<file path="config.mk">
export PLATFORM = sky130hd
export DESIGN_NAME = digraph_reachability
export DESIGN_NICKNAME = d
export VERILOG_FILES = /design/src/hw/rtl/dr_pkg.sv /design/src/hw/rtl/dr_adj_mem.sv /design/src/hw/rtl/dr_expand.sv /design/src/hw/rtl/digraph_reachability.sv
export SDC_FILE = /design/constraint.sdc
export NUM_CORES = 2
export LEC_CHECK = 0
export ABC_AREA = 1
export BUFFER_PORTS_ARGS = -buffer_cell sky130_fd_sc_hd__buf_2
export CAP_MARGIN = 10
export CORE_MARGIN = 2
export CORE_UTILIZATION = 45
export DETAILED_ROUTE_END_ITERATION = 10
export SLEW_MARGIN = 5
export SYNTH_ARGS = -nofsm -noshare
export SYNTH_HDL_FRONTEND = slang
export SYNTH_SLANG_ARGS = --single-unit
</file>
<file path="constraint.sdc">
create_clock -name clk -period 7.5 [get_ports clk]
set_clock_uncertainty 0.05 [all_clocks]
set_input_delay 0.75 -clock clk [delete_from_list [all_inputs] [get_ports clk]]
set_output_delay 0.75 -clock clk [all_outputs]
set_load 0.005 [all_outputs]
</file>
<file path="src/hw/rtl/dr_pkg.sv">
// ----------------------------------------------------------------------------
// dr_pkg - shared definitions for the digraph reachability block
// Field widths, item kind codes, default graph size and sequencer states.
// ----------------------------------------------------------------------------
package dr_pkg;

  localparam int NUM_VERTICES_DEF = 32;   // default graph size
  localparam int VERTEX_W         = 5;    // width of vertex fields
  localparam int MASK_W           = 32;   // width of neighbor_mask

  // item kinds
  localparam logic KIND_WRITE = 1'b0;
  localparam logic KIND_QUERY = 1'b1;

  typedef enum logic [1:0] {
    ST_IDLE,
    ST_SEARCH,
    ST_RESULT
  } state_t;

endpackage

</file>
<file path="src/hw/rtl/dr_adj_mem.sv">
// ----------------------------------------------------------------------------
// dr_adj_mem - adjacency row store
// One row per vertex, one write and one registered read per cycle. A per-row
// valid bit cleared by reset makes never-written rows read as zero.
// ----------------------------------------------------------------------------
module dr_adj_mem
  import dr_pkg::*;
#(
  parameter int NUM_VERTICES = NUM_VERTICES_DEF,
  localparam int AW = $clog2(NUM_VERTICES)
) (
  input  logic                    clk,
  input  logic                    rst,
  input  logic                    wr_en,
  input  logic [AW-1:0]           wr_addr,
  input  logic [NUM_VERTICES-1:0] wr_row,
  input  logic                    rd_en,
  input  logic [AW-1:0]           rd_addr,
  output logic [NUM_VERTICES-1:0] rd_row
);

  logic [NUM_VERTICES-1:0] mem [NUM_VERTICES];
  logic [NUM_VERTICES-1:0] row_valid;
  logic [NUM_VERTICES-1:0] rd_data;
  logic                    rd_data_valid;

  always_ff @(posedge clk) begin
    if (wr_en) begin
      mem[wr_addr] <= wr_row;
    end
    if (rd_en) begin
      rd_data <= mem[rd_addr];
    end
  end

  always_ff @(posedge clk) begin
    if (rst) begin
      row_valid     <= '0;
      rd_data_valid <= 1'b0;
    end else begin
      if (wr_en) begin
        row_valid[wr_addr] <= 1'b1;
      end
      if (rd_en) begin
        rd_data_valid <= row_valid[rd_addr];
      end
    end
  end

  assign rd_row = rd_data_valid ? rd_data : '0;

endmodule

</file>
<file path="src/hw/rtl/dr_expand.sv">
// ----------------------------------------------------------------------------
// dr_expand - search step
// Merges a returned adjacency row into the visited set and picks the lowest
// visited vertex not yet expanded.
// ----------------------------------------------------------------------------
module dr_expand
  import dr_pkg::*;
#(
  parameter int NUM_VERTICES = NUM_VERTICES_DEF,
  localparam int AW = $clog2(NUM_VERTICES)
) (
  input  logic [NUM_VERTICES-1:0] visited,
  input  logic [NUM_VERTICES-1:0] expanded,
  input  logic                    row_valid,
  input  logic [NUM_VERTICES-1:0] row,
  output logic [NUM_VERTICES-1:0] visited_next,
  output logic                    pick_valid,
  output logic [NUM_VERTICES-1:0] pick_onehot,
  output logic [AW-1:0]           pick_idx
);

  logic [NUM_VERTICES-1:0] cand;

  always_comb begin
    visited_next = visited | (row_valid ? row : '0);
    cand         = visited_next & ~expanded;
    pick_valid   = |cand;
    // isolate lowest set bit
    pick_onehot  = cand & (~cand + NUM_VERTICES'(1));
    pick_idx     = '0;
    for (int i = 0; i < NUM_VERTICES; i++) begin
      if (pick_onehot[i]) begin
        pick_idx = pick_idx | AW'(i);
      end
    end
  end

endmodule

</file>
<file path="src/hw/rtl/digraph_reachability.sv">
// ----------------------------------------------------------------------------
// digraph_reachability - directed graph reachability engine
// Holds an adjacency bit matrix and answers source-to-target reachability.
// ----------------------------------------------------------------------------
// The graph lives in a row store of NUM_VERTICES rows, all empty after reset.
// A write item (kind = 0) replaces one row and gives no result; bits of
// neighbor_mask at or above NUM_VERTICES are dropped, and a write to a row
// outside the graph is ignored. A query item (kind = 1) gives exactly one
// result: reachable = 1 when target_vertex can be reached from source_vertex
// along edges (a vertex always reaches itself), 0 otherwise or when either
// vertex lies outside the graph. A query walks the graph one adjacency row
// per cycle through the single read port of the row store: each cycle the
// lowest visited-but-unexpanded vertex is read and its row is merged into
// the visited set the cycle after. The walk stops as soon as the target is
// visited or no vertex is left to expand, and the answer then passes through
// ST_RESULT into the output register; a query naming a vertex outside the
// graph skips the walk and goes straight to ST_RESULT. in_ready stays low
// until the result enters the output register, which waits while the
// previous result has not yet been taken; a write leaves in_ready high.
// A result waits in the output register until taken, and the block accepts
// new items while it waits.
// ----------------------------------------------------------------------------
module digraph_reachability
  import dr_pkg::*;
#(
  parameter int NUM_VERTICES = NUM_VERTICES_DEF
) (
  input  logic                clk,
  input  logic                rst,
  input  logic                in_valid,
  output logic                in_ready,
  input  logic                kind,
  input  logic [VERTEX_W-1:0] source_vertex,
  input  logic [VERTEX_W-1:0] target_vertex,
  input  logic [MASK_W-1:0]   neighbor_mask,
  output logic                out_valid,
  input  logic                out_ready,
  output logic                reachable
);

  localparam int AW = $clog2(NUM_VERTICES);

  // sequencer state
  state_t                  state, state_next;
  logic [NUM_VERTICES-1:0] visited, visited_next;
  logic [NUM_VERTICES-1:0] expanded, expanded_next;
  logic                    pending, pending_next;    // row read in flight
  logic [AW-1:0]           target, target_next;
  logic                    res, res_next;
  logic                    out_valid_next;
  logic                    reachable_next;

  // input decode
  logic accept;
  logic src_ok, dst_ok;

  // row store
  logic                    wr_en;
  logic                    rd_en;
  logic [AW-1:0]           rd_addr;
  logic [NUM_VERTICES-1:0] rd_row;

  // search step
  logic [NUM_VERTICES-1:0] step_visited;
  logic                    pick_valid;
  logic [NUM_VERTICES-1:0] pick_onehot;
  logic [AW-1:0]           pick_idx;

  assign in_ready = (state == ST_IDLE);
  assign accept   = in_valid && in_ready;
  assign src_ok   = 32'(source_vertex) < 32'(NUM_VERTICES);
  assign dst_ok   = 32'(target_vertex) < 32'(NUM_VERTICES);
  assign wr_en    = accept && (kind == KIND_WRITE) && src_ok;

  dr_adj_mem #(
    .NUM_VERTICES(NUM_VERTICES)
  ) u_mem (
    .clk     (clk),
    .rst     (rst),
    .wr_en   (wr_en),
    .wr_addr (AW'(source_vertex)),
    .wr_row  (NUM_VERTICES'(neighbor_mask)),
    .rd_en   (rd_en),
    .rd_addr (rd_addr),
    .rd_row  (rd_row)
  );

  dr_expand #(
    .NUM_VERTICES(NUM_VERTICES)
  ) u_expand (
    .visited      (visited),
    .expanded     (expanded),
    .row_valid    (pending),
    .row          (rd_row),
    .visited_next (step_visited),
    .pick_valid   (pick_valid),
    .pick_onehot  (pick_onehot),
    .pick_idx     (pick_idx)
  );

  always_ff @(posedge clk) begin
    if (rst) begin
      state     <= ST_IDLE;
      pending   <= 1'b0;
      out_valid <= 1'b0;
    end else begin
      state     <= state_next;
      pending   <= pending_next;
      out_valid <= out_valid_next;
    end
  end

  // payload registers
  always_ff @(posedge clk) begin
    visited   <= visited_next;
    expanded  <= expanded_next;
    target    <= target_next;
    res       <= res_next;
    reachable <= reachable_next;
  end

  always_comb begin
    state_next     = state;
    visited_next   = visited;
    expanded_next  = expanded;
    pending_next   = 1'b0;
    target_next    = target;
    res_next       = res;
    out_valid_next = out_valid;
    reachable_next = reachable;
    rd_en          = 1'b0;
    rd_addr        = pick_idx;

    // output register drains independently of the sequencer
    if (out_valid && out_ready) begin
      out_valid_next = 1'b0;
    end

    case (state)
      ST_IDLE: begin
        if (accept && (kind == KIND_QUERY)) begin
          if (src_ok && dst_ok) begin
            visited_next  = NUM_VERTICES'(1) << source_vertex;
            expanded_next = '0;
            target_next   = AW'(target_vertex);
            state_next    = ST_SEARCH;
          end else begin
            res_next   = 1'b0;
            state_next = ST_RESULT;
          end
        end
      end

      ST_SEARCH: begin
        visited_next = step_visited;
        if (step_visited[target]) begin
          res_next   = 1'b1;
          state_next = ST_RESULT;
        end else if (!pick_valid) begin
          // nothing left to expand and no read in flight
          res_next   = 1'b0;
          state_next = ST_RESULT;
        end else begin
          rd_en         = 1'b1;
          expanded_next = expanded | pick_onehot;
          pending_next  = 1'b1;
        end
      end

      ST_RESULT: begin
        if (!out_valid || out_ready) begin
          out_valid_next = 1'b1;
          reachable_next = res;
          state_next     = ST_IDLE;
        end
      end

      default: begin
        state_next = ST_IDLE;
      end
    endcase
  end

endmodule

</file>
==> results.md <==
* FILL cells at 9184
* H-tree Lvls at 3
* Routed WL at 136600 um
* Number of post-CTS setup repair buffers at 0
* EDFF count, synth at 1127
* Critical path launch point type: register
* Hold WC Path Type: in -> reg
* Crit. End Element: register
* Seq cells post-synth at 1164
* Most frequent cell after synthesis: nand2_1
* Min-delay src: target_vertex[3]
* Final setup violation count at 0
* Mapped cell area at 48070 um2
* Vias per std cell at 5.677
* Reg2reg end: u_mem.rd_data[24]$_DFFE_PP_
* Post-synth top flop: edfxtp_1
* Critical path's largest stage delay at 0.80 ns
* Detailed Routing Iterations Pass 1 at 6
* Pwr/cell area at 283.0 nW/um2
* Post-CTS resize count at 0
* Mux cell area share after synthesis at 0
* Largest net degree at the start of global routing at 233
* Maximum VDD drop at 0.0001768 V
* Layout net count at 4262
* Non-filler instance count after layout at 5695
* Critical-path top delay cell: nand4_4
* Static Leak at 19.05 nW
* Clock sink count at 1164
* Adder-cell share of the synthesized area at 0
* Outcome: finished, final reports clean
* Synth area leaders: edfxtp_1 70%, nand3_1 11%, nand2_1 9.8%, buf_2 1.7%, nor2_1 1.6%
* Worst Path Arrival at 6.35 ns
* Routed len/inst at 23.98 um
* Antenna-violating nets left at 0
* Xor and xnor area share after synthesis at 0
* Final WS setup at 1.668 ns
* GRT Util Overall at 0.2491
* Post-synth top cells: 1249 x nand2_1, 1127 x edfxtp_1, 1055 x nand3_1
* Final Hold Fails at 0
* GP Congestion at 0.8868
* Synth Area per Inst at 11.37 um2
* DR iter-0 viols at 4178
* Compound-Gate Fraction of Synth Area at 0.01242
* Cell breakdown of the critical path: buf_4 -> nand2_2 -> o21bai_1 -> nand2_1 -> nand2_1 -> nor3_1 -> o211ai_2 -> nand4_4 -> inv_16 -> buf_4 -> nand2_1 -> nand3_1 -> nand3_1 -> nand3_1 -> nand3_1 -> nand2_1
* Crit path buf inv count at 3
* Clock Latency Late Sink at 0.71 ns
* Number of max-cap violations at 0
* Clock Tree Root: clkbuf_16
* Multi-input logic area at 11780 um2
* Post-synth cell types at 39
* Gr ovfl total at 0
* DR vias at 32330
* RSZ-0062 raised after global routing: no
* Top cell family by delay on the critical path: simple AND/OR/NAND/NOR gates
* Simple-gate share of the synthesized area at 0.2294
* Max-slew violation count at 0
* Yosys warns at 0
* Row count at 119
* Seq/Total Area, Yosys at 0.7195
* Syn_nets at 4276
* CTS max path bufs at 3
* First-pass GRT wire length at 199900 um
* Layout cells sized above 1 at 0.07830
* Required @ worst endpoint at 8.02 ns
* CTS Hold Buffers Added at 0
* Crit path max fanout at 184
* Worst-case reg-to-reg path depth at 16
* Port bufs at 49
* Starting density of the core at 0.4553
* Ports at 50
* FF-to-FF setup slack at 1.67 ns
* Largest family of logic cells by synthesized area: simple AND/OR/NAND/NOR gates
* Max-Slew Margin vs Limit at 0.03418
* Max Clock Freq at 171.5 MHz
* WHS Path Cells at 1
* Tot Pwr at 15.05 mW
* Fin Hold WS at 0.1718 ns
* Cells after Synth at 4229
* Vias in the first global route at 30010
* Worst flop-to-flop path startpoint: pending$_SDFF_PP0_
* Worst Hold End: target[3]$_DFFE_PP_
* Fraction of registers with async set or reset after synthesis at 0
* DRC at 0
* Fin crit share at 0.7776
* WS Path Type: reg -> reg
* Core Region at 105600 um2
* Total CTS buffers at 116
* Area share of the largest cell type after synthesis at 0.7041
* DIE HEIGHT at 330.8 um
* Antenna violations before repair at 9
* Post-place setup slack at 1.803 ns
* Most area-hungry cell type in the Yosys netlist: edfxtp_1
* Fin Setup TNS at 0 ns
* Min cycle time layout at 5.832 ns
* TritonCTS clock tree: built
* Placed Cells at 5488
* Die area at 109400 um2
* Hpwl dp at 69150 um
* Area Growth Syn to Fin at 10.61%
* Worst-Margin Slew at 1.449 ns
* CTS clk-pin slew, worst paths at 0.06 ns
* Inserted Diodes at 0
* Sequential Area at 34580 um2
* Die width at 330.8 um
metal layers:
metal  wire length, um  vias up  GRT usage
met5                27        -          0
met4              3694        4    0.07682
met3             12580      228    0.03473
met2             61690     1501     0.3811
met1             58580    15830     0.3704
li1                  -    14770          -
final cells by class:
cell class | count | area share
Clock inverter | 62 | 0.01075
Sequential cell | 1164 | 0.6505
Clock buffer | 145 | 0.05745
Inverter | 161 | 0.01179
Multi-Input combinational cell | 2656 | 0.2215
Timing Repair Buffer | 116 | 0.01525
Tap cell | 1391 | 0.03274
state kept, by name, summed over array words and instances (netlist names), 2 cells and up:
name and cells:
expanded 32, state 2, target 5, u_mem.mem 1024
u_mem.rd_data 32, u_mem.row_valid 32, visited 32
power by group:
group	internal [mW]	leakage [nW]	switching [mW]
sequential	7.22	10.5	0.0317
combinational	0.584	6.79	1.60
clock	3.18	1.77	2.42
layout by cell type, fill, tap and decap left out, drive strengths merged:
master / count
nand2: 1253
a21oi: 41
nand4: 9
and3b: 1
clkinvlp: 5
nand3: 1058
edfxtp: 1127
nor2b: 1
buf: 116
nor2: 206
o22ai: 1
inv: 163
bufinv: 9
o31ai: 1
o211ai: 1
o21ai: 48
nand3b: 3
nor4: 2
o21a: 2
a31oi: 7
dfxtp: 37
nor3: 14
a32o: 1
clkinv: 46
o21bai: 6
nor3b: 1
clkbuf: 145
metrics by stage:
step / cell area [um2] / util
after global routing: 53170 / 0.5036
after floorplan: 48070 / -
after detailed placement: 49540 / 0.4693
after CTS: 53170 / 0.5036
final: 53170 / 0.5036
after global placement: 49540 / 0.4693
worst max-delay path by stage:
stage | start | slack (ns) | cells past startpoint | endpoint
final | pending$_SDFF_PP0_ | 1.67 | 16 | u_mem.rd_data[24]$_DFFE_PP_
after global routing | pending$_SDFF_PP0_ | 1.22 | 18 | u_mem.rd_data[21]$_DFFE_PP_
after CTS | pending$_SDFF_PP0_ | 1.78 | 16 | u_mem.rd_data[26]$_DFFE_PP_
after detailed placement | pending$_SDFF_PP0_ | 1.80 | 16 | u_mem.rd_data[20]$_DFFE_PP_
after global placement | pending$_SDFF_PP0_ | 1.78 | 18 | u_mem.rd_data[20]$_DFFE_PP_
after floorplan | in_valid | 3.40 | 4 | u_mem.mem[0][0]$_DFFE_PP_
logic make-up (layout without fill, tap and decap cells):
family | after synthesis | after routing
DFF | 1164 | 1164
and+or+nand+nor | 2548 | 2548
AOI/OAI and AO/OA | 108 | 108
buffers and inverters | 409 | 484
Power figures use the tool's default switching activity.
